### config.mk
export PLATFORM = sky130hd
export DESIGN_NAME = alpha_over_composite
export DESIGN_NICKNAME = d
export VERILOG_FILES = /design/src/sv/aoc_pkg.sv /design/src/sv/alpha_over_composite.sv /design/src/sv/aoc_front.sv /design/src/sv/aoc_queue.sv /design/src/sv/aoc_back.sv
export VERILOG_INCLUDE_DIRS = /design/src /design/src/sv
export SDC_FILE = /design/constraint.sdc
export NUM_CORES = 2
export LEC_CHECK = 0
export BUFFER_PORTS_ARGS = -buffer_cell sky130_fd_sc_hd__buf_2
export CORE_MARGIN = 10
export CORE_UTILIZATION = 35
export DETAILED_ROUTE_END_ITERATION = 7
export PLACE_DENSITY = 0.47
export SLEW_MARGIN = 40
export SYNTH_ARGS = -nofsm -noshare
export SYNTH_HDL_FRONTEND = slang
export SYNTH_HIERARCHICAL = 1
export SYNTH_SLANG_ARGS = --single-unit
### constraint.sdc
create_clock -name clk_i -period 37.2 [get_ports clk_i]
set_input_delay 1.86 -clock clk_i [delete_from_list [all_inputs] [get_ports clk_i]]
set_output_delay 1.86 -clock clk_i [all_outputs]
set_load 0.05 [all_outputs]
### src/sv/alpha_over_composite_defines.svh
// Assertion macros shared by the alpha-over compositing block.
// Depends on clk_i and rst_ni being visible in the module that uses them.
`ifndef ALPHA_OVER_COMPOSITE_DEFINES_SVH
`define ALPHA_OVER_COMPOSITE_DEFINES_SVH

// Implication checked in the same cycle.
`define AOC_ASSERT_IMP(label, ante, cons, msg) \
  label: assert property (@(posedge clk_i) disable iff (!rst_ni) (ante) |-> (cons)) \
    else $error(msg);

// Implication checked in the cycle after the antecedent.
`define AOC_ASSERT_NXT(label, ante, cons, msg) \
  label: assert property (@(posedge clk_i) disable iff (!rst_ni) (ante) |=> (cons)) \
    else $error(msg);

`endif

### src/sv/aoc_pkg.sv
// Shared types and constants of the alpha-over compositing block.
// No dependencies; imported by every module of the block.
`timescale 1ns / 1ps

package aoc_pkg;

  localparam int PixW   = 8;
  localparam int NumW   = 24;
  localparam int DivW   = 16;
  localparam int NLanes = 4;
  localparam int LaneA  = 3;
  localparam int CfgIdxW = 8;
  localparam int CfgDatW = 8;

  localparam logic [PixW-1:0] PixMax = 8'd255;

  // Rounded division by 255 as a reciprocal multiply: floor((x + 127) * 32897 / 2^23).
  localparam logic [DivW:0]   HalfPix  = 17'd127;
  localparam logic [DivW-1:0] Rcp255   = 16'd32897;
  localparam int              Rcp255Sh = 23;

  // Configuration register indexes.
  localparam logic [CfgIdxW-1:0] CFG_FG_HAS_ALPHA = 8'd0;
  localparam logic [CfgIdxW-1:0] CFG_BG_HAS_ALPHA = 8'd1;

  // One division job: quotient num / div, rounded and saturated.
  typedef struct packed {
    logic [NumW-1:0] num;
    logic [DivW-1:0] div;
  } lane_t;

  // One queued pixel request: blue, green, red, alpha lanes.
  typedef lane_t [NLanes-1:0] entry_t;

  // Queue status seen by both sides.
  typedef struct packed {
    logic full;
    logic vld;
  } q_stat_t;

endpackage

### src/sv/alpha_over_composite.sv
// Pipeline: two front stages (the first loads at the start edge), the queue slot,
// the divider input register, eight divider stages and the output register; the
// result strobe is registered together with the output register.
// Throughput: one pixel per clock while busy is low; the divider is fully
// pipelined, one quotient bit per stage on four lanes. The receiver cannot
// stall. Reset: asynchronous, active low; both alpha enables reset to 1.
`timescale 1ns / 1ps

module alpha_over_composite
  import aoc_pkg::*;
(
  input  logic               clk_i,
  input  logic               rst_ni,
  input  logic               cfg_valid_i,
  output logic               cfg_ready_o,
  input  logic [CfgIdxW-1:0] cfg_index_i,
  input  logic [CfgDatW-1:0] cfg_data_i,
  input  logic               start,
  output logic               busy,
  input  logic               in_overlap_i,
  input  logic [PixW-1:0]    fg_blue_i,
  input  logic [PixW-1:0]    fg_green_i,
  input  logic [PixW-1:0]    fg_red_i,
  input  logic [PixW-1:0]    fg_alpha_i,
  input  logic [PixW-1:0]    bg_blue_i,
  input  logic [PixW-1:0]    bg_green_i,
  input  logic [PixW-1:0]    bg_red_i,
  input  logic [PixW-1:0]    bg_alpha_i,
  output logic               out_valid_o,
  output logic [PixW-1:0]    out_blue_o,
  output logic [PixW-1:0]    out_green_o,
  output logic [PixW-1:0]    out_red_o,
  output logic [PixW-1:0]    out_alpha_o
);

  logic                    fg_has_alpha_q, bg_has_alpha_q;
  logic                    push, adv;
  entry_t                  f_entry, q_entry;
  q_stat_t                 q_stat;
  logic [NLanes*PixW-1:0]  res;

  assign cfg_ready_o = 1'b1;

  // Configuration registers.
  always_ff @(posedge clk_i or negedge rst_ni) begin
    if (!rst_ni) begin
      fg_has_alpha_q <= 1'b1;
      bg_has_alpha_q <= 1'b1;
    end else if (cfg_valid_i) begin
      if (cfg_index_i == CFG_FG_HAS_ALPHA) begin
        fg_has_alpha_q <= cfg_data_i[0];
      end
      if (cfg_index_i == CFG_BG_HAS_ALPHA) begin
        bg_has_alpha_q <= cfg_data_i[0];
      end
    end
  end

  // The front holds only when the queue is full.
  assign adv  = !q_stat.full;
  assign busy = q_stat.full;

  aoc_front u_front (
    .clk_i          (clk_i),
    .rst_ni         (rst_ni),
    .acc_i          (start && !busy),
    .adv_i          (adv),
    .fg_has_alpha_i (fg_has_alpha_q),
    .bg_has_alpha_i (bg_has_alpha_q),
    .in_overlap_i   (in_overlap_i),
    .fg_col_i       ({fg_red_i, fg_green_i, fg_blue_i}),
    .fg_alpha_i     (fg_alpha_i),
    .bg_col_i       ({bg_red_i, bg_green_i, bg_blue_i}),
    .bg_alpha_i     (bg_alpha_i),
    .push_o         (push),
    .entry_o        (f_entry)
  );

  aoc_queue u_queue (
    .clk_i   (clk_i),
    .rst_ni  (rst_ni),
    .push_i  (push),
    .entry_i (f_entry),
    .pop_i   (q_stat.vld),
    .stat_o  (q_stat),
    .entry_o (q_entry)
  );

  aoc_back u_back (
    .clk_i   (clk_i),
    .rst_ni  (rst_ni),
    .vld_i   (q_stat.vld),
    .entry_i (q_entry),
    .vld_o   (out_valid_o),
    .res_o   (res)
  );

  assign out_blue_o  = res[0*PixW +: PixW];
  assign out_green_o = res[1*PixW +: PixW];
  assign out_red_o   = res[2*PixW +: PixW];
  assign out_alpha_o = res[LaneA*PixW +: PixW];

endmodule

### src/sv/aoc_front.sv
// Front part: takes pixel requests, classifies them and forms the weighted sums.
// Depends on aoc_pkg.
`timescale 1ns / 1ps

module aoc_front
  import aoc_pkg::*;
(
  input  logic                  clk_i,
  input  logic                  rst_ni,
  input  logic                  acc_i,
  input  logic                  adv_i,
  input  logic                  fg_has_alpha_i,
  input  logic                  bg_has_alpha_i,
  input  logic                  in_overlap_i,
  input  logic [3*PixW-1:0]     fg_col_i,
  input  logic [PixW-1:0]       fg_alpha_i,
  input  logic [3*PixW-1:0]     bg_col_i,
  input  logic [PixW-1:0]       bg_alpha_i,
  output logic                  push_o,
  output entry_t                entry_o
);

  typedef enum logic [1:0] {
    KIND_PASS,
    KIND_ZERO,
    KIND_BLEND
  } kind_e;

  // Stage one: effective alphas and raw colors.
  logic              s1_vld_q;
  logic              s1_ovl_q;
  logic [PixW-1:0]   s1_fa_q, s1_ba_q;
  logic [3*PixW-1:0] s1_fc_q, s1_bc_q;

  // Stage two: the two alpha weights.
  logic              s2_vld_q;
  logic              s2_ovl_q, s2_fz_q;
  logic [PixW-1:0]   s2_ba_q;
  logic [DivW-1:0]   s2_wf_q, s2_wb_q;
  logic [3*PixW-1:0] s2_fc_q, s2_bc_q;

  logic [DivW-1:0]   wf_d, wb_d;
  kind_e             kind;
  logic [DivW-1:0]   den;
  logic [DivW:0]     den_rnd;
  logic [2*DivW:0]   alpha_prod;

  assign wf_d = 16'(s1_fa_q * PixMax);
  assign wb_d = 16'(s1_ba_q * (PixMax - s1_fa_q));

  // Control registers of the stage pipeline.
  always_ff @(posedge clk_i or negedge rst_ni) begin
    if (!rst_ni) begin
      s1_vld_q <= 1'b0;
      s2_vld_q <= 1'b0;
    end else if (adv_i) begin
      s1_vld_q <= acc_i;
      s2_vld_q <= s1_vld_q;
    end
  end

  // Payload registers.
  always_ff @(posedge clk_i) begin
    if (adv_i) begin
      s1_ovl_q <= in_overlap_i;
      s1_fa_q  <= fg_has_alpha_i ? fg_alpha_i : PixMax;
      s1_ba_q  <= bg_has_alpha_i ? bg_alpha_i : PixMax;
      s1_fc_q  <= fg_col_i;
      s1_bc_q  <= bg_col_i;
      s2_ovl_q <= s1_ovl_q;
      s2_fz_q  <= (s1_fa_q == '0) && (s1_ba_q == '0);
      s2_ba_q  <= s1_ba_q;
      s2_wf_q  <= wf_d;
      s2_wb_q  <= wb_d;
      s2_fc_q  <= s1_fc_q;
      s2_bc_q  <= s1_bc_q;
    end
  end

  // Classify the pixel.
  always_comb begin
    if (!s2_ovl_q) begin
      kind = KIND_PASS;
    end else if (s2_fz_q) begin
      kind = KIND_ZERO;
    end else begin
      kind = KIND_BLEND;
    end
  end

  assign den = s2_wf_q + s2_wb_q;

  // Output alpha: den / 255 rounded to nearest; 255 is odd, so no exact ties occur.
  assign den_rnd    = {1'b0, den} + HalfPix;
  assign alpha_prod = den_rnd * {1'b0, Rcp255};

  // Build the division jobs; pass-through, zero and alpha lanes divide by one.
  always_comb begin
    for (int c = 0; c < 3; c++) begin
      entry_o[c].div = 16'd1;
      entry_o[c].num = '0;
    end
    entry_o[LaneA].div = 16'd1;
    entry_o[LaneA].num = '0;
    case (kind)
      KIND_PASS: begin
        for (int c = 0; c < 3; c++) begin
          entry_o[c].num = NumW'(s2_bc_q[c*PixW +: PixW]);
        end
        entry_o[LaneA].num = NumW'(s2_ba_q);
      end
      KIND_ZERO: begin
        entry_o[LaneA].num = NumW'(PixMax);
      end
      KIND_BLEND: begin
        for (int c = 0; c < 3; c++) begin
          entry_o[c].div = den;
          entry_o[c].num = NumW'(s2_wf_q * s2_fc_q[c*PixW +: PixW]
                               + s2_wb_q * s2_bc_q[c*PixW +: PixW]);
        end
        entry_o[LaneA].num = NumW'(alpha_prod[Rcp255Sh +: PixW]);
      end
      default: begin
        entry_o[LaneA].num = '0;
      end
    endcase
  end

  assign push_o = s2_vld_q && adv_i;

endmodule

### src/sv/aoc_queue.sv
// Two-entry request queue between the front and back parts.
// Depends on aoc_pkg and alpha_over_composite_defines.svh.
`timescale 1ns / 1ps
`include "alpha_over_composite_defines.svh"

module aoc_queue
  import aoc_pkg::*;
(
  input  logic    clk_i,
  input  logic    rst_ni,
  input  logic    push_i,
  input  entry_t  entry_i,
  input  logic    pop_i,
  output q_stat_t stat_o,
  output entry_t  entry_o
);

  entry_t     mem_q [2];
  logic       wr_ptr_q, rd_ptr_q;
  logic [1:0] cnt_q, cnt_d;

  always_comb begin
    cnt_d = cnt_q;
    if (push_i && !pop_i) begin
      cnt_d = cnt_q + 2'd1;
    end else if (!push_i && pop_i) begin
      cnt_d = cnt_q - 2'd1;
    end
  end

  // Pointers and fill count.
  always_ff @(posedge clk_i or negedge rst_ni) begin
    if (!rst_ni) begin
      wr_ptr_q <= 1'b0;
      rd_ptr_q <= 1'b0;
      cnt_q    <= '0;
    end else begin
      cnt_q <= cnt_d;
      if (push_i) begin
        wr_ptr_q <= !wr_ptr_q;
      end
      if (pop_i) begin
        rd_ptr_q <= !rd_ptr_q;
      end
    end
  end

  // Storage.
  always_ff @(posedge clk_i) begin
    if (push_i) begin
      mem_q[wr_ptr_q] <= entry_i;
    end
  end

  assign entry_o     = mem_q[rd_ptr_q];
  assign stat_o.vld  = (cnt_q != '0);
  assign stat_o.full = (cnt_q == 2'd2);

  `AOC_ASSERT_IMP(a_no_overflow, push_i, !stat_o.full || pop_i, "queue overflow")
  `AOC_ASSERT_IMP(a_no_underflow, pop_i, stat_o.vld, "queue underflow")
  `AOC_ASSERT_NXT(a_cnt_down, pop_i && !push_i, cnt_q == $past(cnt_q) - 2'd1,
                  "queue count did not drop on pop")

endmodule

### src/sv/aoc_back.sv
// Back part: eight-stage restoring divider on four lanes, then rounding.
// Depends on aoc_pkg.
`timescale 1ns / 1ps

module aoc_back
  import aoc_pkg::*;
(
  input  logic                  clk_i,
  input  logic                  rst_ni,
  input  logic                  vld_i,
  input  entry_t                entry_i,
  output logic                  vld_o,
  output logic [NLanes*PixW-1:0] res_o
);

  localparam int NStg = PixW;

  typedef struct packed {
    logic [NumW-1:0] rem;
    logic [DivW-1:0] div;
    logic [PixW-1:0] quo;
  } dlane_t;

  typedef dlane_t [NLanes-1:0] dstg_t;

  logic  [NStg:0]             vld_q;
  dstg_t                      stg_q [NStg+1];
  dstg_t                      stg_d [NStg];
  logic  [NLanes*PixW-1:0]    res_q, res_d;

  // One quotient bit per stage, most significant first.
  always_comb begin
    logic [NumW-1:0] trial;
    for (int s = 0; s < NStg; s++) begin
      stg_d[s] = stg_q[s];
      for (int l = 0; l < NLanes; l++) begin
        trial = NumW'(stg_q[s][l].div) << (NStg - 1 - s);
        if (stg_q[s][l].rem >= trial) begin
          stg_d[s][l].rem = stg_q[s][l].rem - trial;
          stg_d[s][l].quo[NStg-1-s] = 1'b1;
        end
      end
    end
  end

  // Round to nearest, ties to even, and saturate.
  always_comb begin
    logic [DivW:0]   twice;
    logic            up;
    logic [PixW:0]   q9;
    for (int l = 0; l < NLanes; l++) begin
      twice = {stg_q[NStg][l].rem[DivW-1:0], 1'b0};
      up = (twice > {1'b0, stg_q[NStg][l].div})
        || ((twice == {1'b0, stg_q[NStg][l].div}) && stg_q[NStg][l].quo[0]);
      q9 = {1'b0, stg_q[NStg][l].quo} + {{PixW{1'b0}}, up};
      res_d[l*PixW +: PixW] = q9[PixW] ? PixMax : q9[PixW-1:0];
    end
  end

  // Valid bits of the divider pipeline and the output strobe.
  always_ff @(posedge clk_i or negedge rst_ni) begin
    if (!rst_ni) begin
      vld_q <= '0;
      vld_o <= 1'b0;
    end else begin
      vld_q <= {vld_q[NStg-1:0], vld_i};
      vld_o <= vld_q[NStg];
    end
  end

  // Divider payload and output register.
  always_ff @(posedge clk_i) begin
    for (int l = 0; l < NLanes; l++) begin
      stg_q[0][l].rem <= entry_i[l].num;
      stg_q[0][l].div <= entry_i[l].div;
      stg_q[0][l].quo <= '0;
    end
    for (int s = 0; s < NStg; s++) begin
      stg_q[s+1] <= stg_d[s];
    end
    res_q <= res_d;
  end

  assign res_o = res_q;

endmodule

==> results <==
- The overall routing resource usage is between 10% and 20%.
- The number of global-route vias before repair is between 80000 and 90000.
- The post-route fraction of the period consumed by the critical path is just over 20%.
- The worst min-delay path category is reg2reg.
- After synthesis, the netlist uses 128 different library cells.
- Yosys instantiated no cell more often than sky130_fd_sc_hd__inv_1.
- For this run, the top clock speed supported by timing is approximately 130 MHz.
- Once layout is complete, the cells apart from fillers number 16214.
- The placed cell area is approximately 0.12 mm².
- The number of nets in the final layout is around 13000.
- The biggest area contributor in the post-synthesis netlist is sky130_fd_sc_hd__dfxtp_1.
- The routed layout has approximately 77000 vias.
- For this design, the slowest cell found on the critical path is sky130_fd_sc_hd__a2111oi_1.
- Counting instances in the post-synthesis netlist gives the leading cell types as sky130_fd_sc_hd__inv_1, sky130_fd_sc_hd__dfxtp_1, sky130_fd_sc_hd__nand2_1, sky130_fd_sc_hd__ha_1, sky130_fd_sc_hd__fa_1.
- The maximum number of pins on one net before global-route repair is between 100 and 150.
- In this run the cell area of the synthesized design comes to 0.117 mm².
- The first global-routing pass estimated between 400000 and 500000 µm of wire.
- The final-report setup violation count is 0.
- In this run the worst setup path begins at u_front/s2_wf_q[2].
- In the routed design, unresolved DRC markers number 0.
- The die footprint is around 0.36 mm².
- The critical path goes through buf_4 -> ha_1 -> o21a_1 -> a2111oi_1 -> nor3_1 -> or3_1 -> xnor2_1 -> nor3_1 -> nand2_1 -> xnor2_1 -> ha_1 -> xnor2_1 -> ha_1 -> ha_1 -> ha_1 -> a21o_1 -> a21oi_1 -> nand2_1 -> o311a_1 -> o21a_1 -> a211o_1 -> a21o_1 -> a31oi_1.
- At the pin with the least slew margin, the transition time is 0.924 ns.
- The filler cells instantiated in the layout total 32053.
- The clock drives a little over 2000 sinks.
- In this design, the stage delay of the slowest critical-path cell is 0.55 ns.
- The source-to-sink clock delay at the later pin of the worst-skew pair is slightly above 0.9 ns.
- STA classifies the critical path endpoint as a flip-flop.
- The highest layer touched by signal routing is met4.
- The number of hold violations in the final report is 0.
- The growth of design area from synthesis to finish is 11.7%.
- After floorplanning, the core was sized to cover around 0.33 mm².
- The floorplan row count is 211.
- The routed design uses between 9000 and 10000 µm of met3 wire.
- The starting DRC count in detailed routing is ~4100.
- The top cell type's share of synthesized area is between 20% and 30%.
- After synthesis, the share of flip-flops with an asynchronous set or reset is less than 1%.
- For this run, the number of Yosys warnings is 6.
- The origin of the worst min-delay path is u_back/stg_q[0][935].
- The clock transition at the register clock pins on the worst setup and hold paths after CTS is approximately 0.060 ns.
- The worst hold path was traced through 0 stages.
- The worst flop-to-flop path endpoint is u_queue/mem_q[1][143].
- Once detailed placement completed, the half-perimeter wirelength came to 200000 µm.
- The initial core utilization is around a third.
- The share of final-layout standard cells stronger than drive strength 1 is 8.82%.
- The amount of wire on met2 after detailed routing is ~120000 µm.
- The maximum clock insertion buffer count is 4.
- Max-cap violations in this run came to 0.
- After routing the design area is 0.130 mm².
- In this run the register-to-register setup slack is ~30 ns.
- The critical setup path kind is reg2reg.
- The routed wire length is ~260000 µm.
- The required time of the worst setup path is 37.82 ns.
- Prior to clock tree synthesis, the placed netlist has a worst setup slack of 29.60 ns.
- The setup TNS after final layout is 0 ns.
- The worst-case setup margin in the final layout is 29.53 ns.
- The startpoint of the most critical register-to-register path is u_front/s2_wf_q[2].
- The data arrival at the endpoint of the critical path is 8.29 ns.
- The total of hold buffers inserted after clock tree synthesis is 0.
- The wire length per cell after detailed routing is 16.3 µm.
- The die boundary width is 597 µm.
- The number of antenna violations at the first check in global routing is 5.
- The gate count after technology mapping is between 10000 and 15000.
- The mean instance size in the synthesized netlist is between 10 and 15 µm².
- The TritonCTS clock tree is done.
- The number of enable flip-flop cells after synthesis is ~480.
- The count of input and output buffers is 111.
- Setup repair after global routing left no endpoint under its margin.
- In the synthesized netlist the dominant register cell turns out to be sky130_fd_sc_hd__dfxtp_1.
- On the final layout, the worst clock skew is 0.0807 ns.
- The number of vias per cell after detailed routing is between 4 and 5.
- The H-tree was split into 4 levels.
- The number of storage elements in the synthesis netlist is between 2000 and 2500.
- Measured against its own limit, the worst slew margin works out to between 30% and 40%.
- The startpoint type of the worst setup path is a flip-flop.
- The root buffer cell is sky130_fd_sc_hd__clkbuf_16.
- For the worst flop-to-flop path, the logic depth is 23.
- Sequential cells were found to cover around two fifths of the synthesized design area.
- The first TritonRoute pass finished after 6 iterations.
- The critical path's most frequent cell is sky130_fd_sc_hd__ha_1.
- In the final routing, the length of wire on met1 measures between 100000 and 150000 µm.
- The antenna violation net count after detailed routing is 0.
- The endpoint of the worst hold path is u_back/stg_q[0][1127].
- The post-CTS setup buffer count is 0.
- In this run the worst path has a maximum fanout of 25.
- The number of CTS-inserted buffers is 235.
- The final critical delay including setup and external delays is 7.67 ns.
- In this run the count of I/O pins placed on the die edge is between 100 and 150.
- The number of gates resized after cts is 0.
- The floorplan die height is approximately 600 µm.
- After synthesis, the cell types taking the most area are sky130_fd_sc_hd__dfxtp_1, sky130_fd_sc_hd__fa_1, sky130_fd_sc_hd__edfxtp_1.
- The aggregate global routing overflow is 0.
- At the end of routability-driven placement, the weighted congestion stood at roughly 0.87.
- The run finished with clean final reports.
- The max-slew violation total from the final report came to 0.
- Including well taps, the total number of placed cells is approximately 16000.
-- critical path: cells and delay by family, from the launching register on --
family          cells  cell delay (ns)
flops               1             0.34
xor+xnor            3             0.83
simple gates        5             1.37
buf+inv             1             0.38
compound gates      9             2.79
fa+ha+maj           5             1.61
-- cells by family after synthesis --
kind of cell    count (synthesis)  synth area share [%]
other cells                     3               0.00965
compound gates               1892                  10.3
flops                        2077                  39.8
buf+inv                      2018                  6.86
fa+ha+maj                    1667                  22.5
xor+xnor                      609                  4.65
mux                           337                  3.54
simple gates                 2922                  12.3
-- layout by cell type (no fill, tap or decap), drive strengths merged, types with 29 or more instances in the layout --
cell and instances:
nand2 990, xnor2 358, mux2i 29, and3 49
xor2 251, bufinv 34, o21ai 515, a21o 218
fa 724, nor3 170, nand2b 141, a31oi 66
nand3 135, conb 33, dfxtp 1584, a211oi 51
o211ai 32, clkinv 56, a21oi 568, or2 32
o21a 92, and2 349, nand4 79, nor2b 170
mux2 308, edfxtp 475, o21bai 55, clkbuf 321
nor4 65, o31ai 54, ha 943, nor2 570
buf 185, inv 1691, or3 55
-- through the flow --
| stage | util, % | hold WS [ns] |
|---|---|---|
| floorplan | - | 0.310 |
| global route | 39.4 | 0.321 |
| finish | 39.4 | 0.323 |
| global placement | 36.7 | 0.313 |
| detailed placement | 36.8 | 0.312 |
| CTS | 39.3 | 0.315 |
-- registers in the layout (all words and copies together) (netlist names), 16 cells and up --
name	cells
u_back/res_o	32
u_queue/mem_q	320
u_back/stg_q	1552
u_front/s1_bc_q	24
u_front/s1_fc_q	24
u_front/s2_wb_q	16
u_front/s2_fc_q	24
u_front/s2_bc_q	24
u_front/s2_wf_q	16
-- metal layers --
layer / vias to the layer above / global-route usage (%)
met5: - / 0
met4: 0 / 4.84
met3: 505 / 1.92
met2: 1325 / 24.9
met1: 36830 / 19.0
li1: 38422 / -
-- area by class of cell --
type,instances,area (µm²),share of cell area [%]
antenna,3,7.51,0.00576
clock buffer,320,6790,5.21
clock inverter,120,1580,1.21
inverter,1682,6320,4.85
multi-input combinational,7460,62500,47.9
sequential,2077,46400,35.6
tap,4366,5460,4.19
timing repair buffer,186,1240,0.955
-- worst max path at each step --
stage                            end  depth (start not counted)
2_1_floorplan    u_queue/mem_q[0][0]                          4
3_3_place_gp   u_queue/mem_q[0][142]                         23
3_5_place_dp   u_queue/mem_q[0][142]                         23
4_1_cts        u_queue/mem_q[1][142]                         23
5_1_grt        u_queue/mem_q[1][142]                         24
6_report       u_queue/mem_q[1][143]                         23
Power is left out: the tool's default activity adds up to more than one toggle a clock period on the data nets, which glitch-free logic cannot reach.
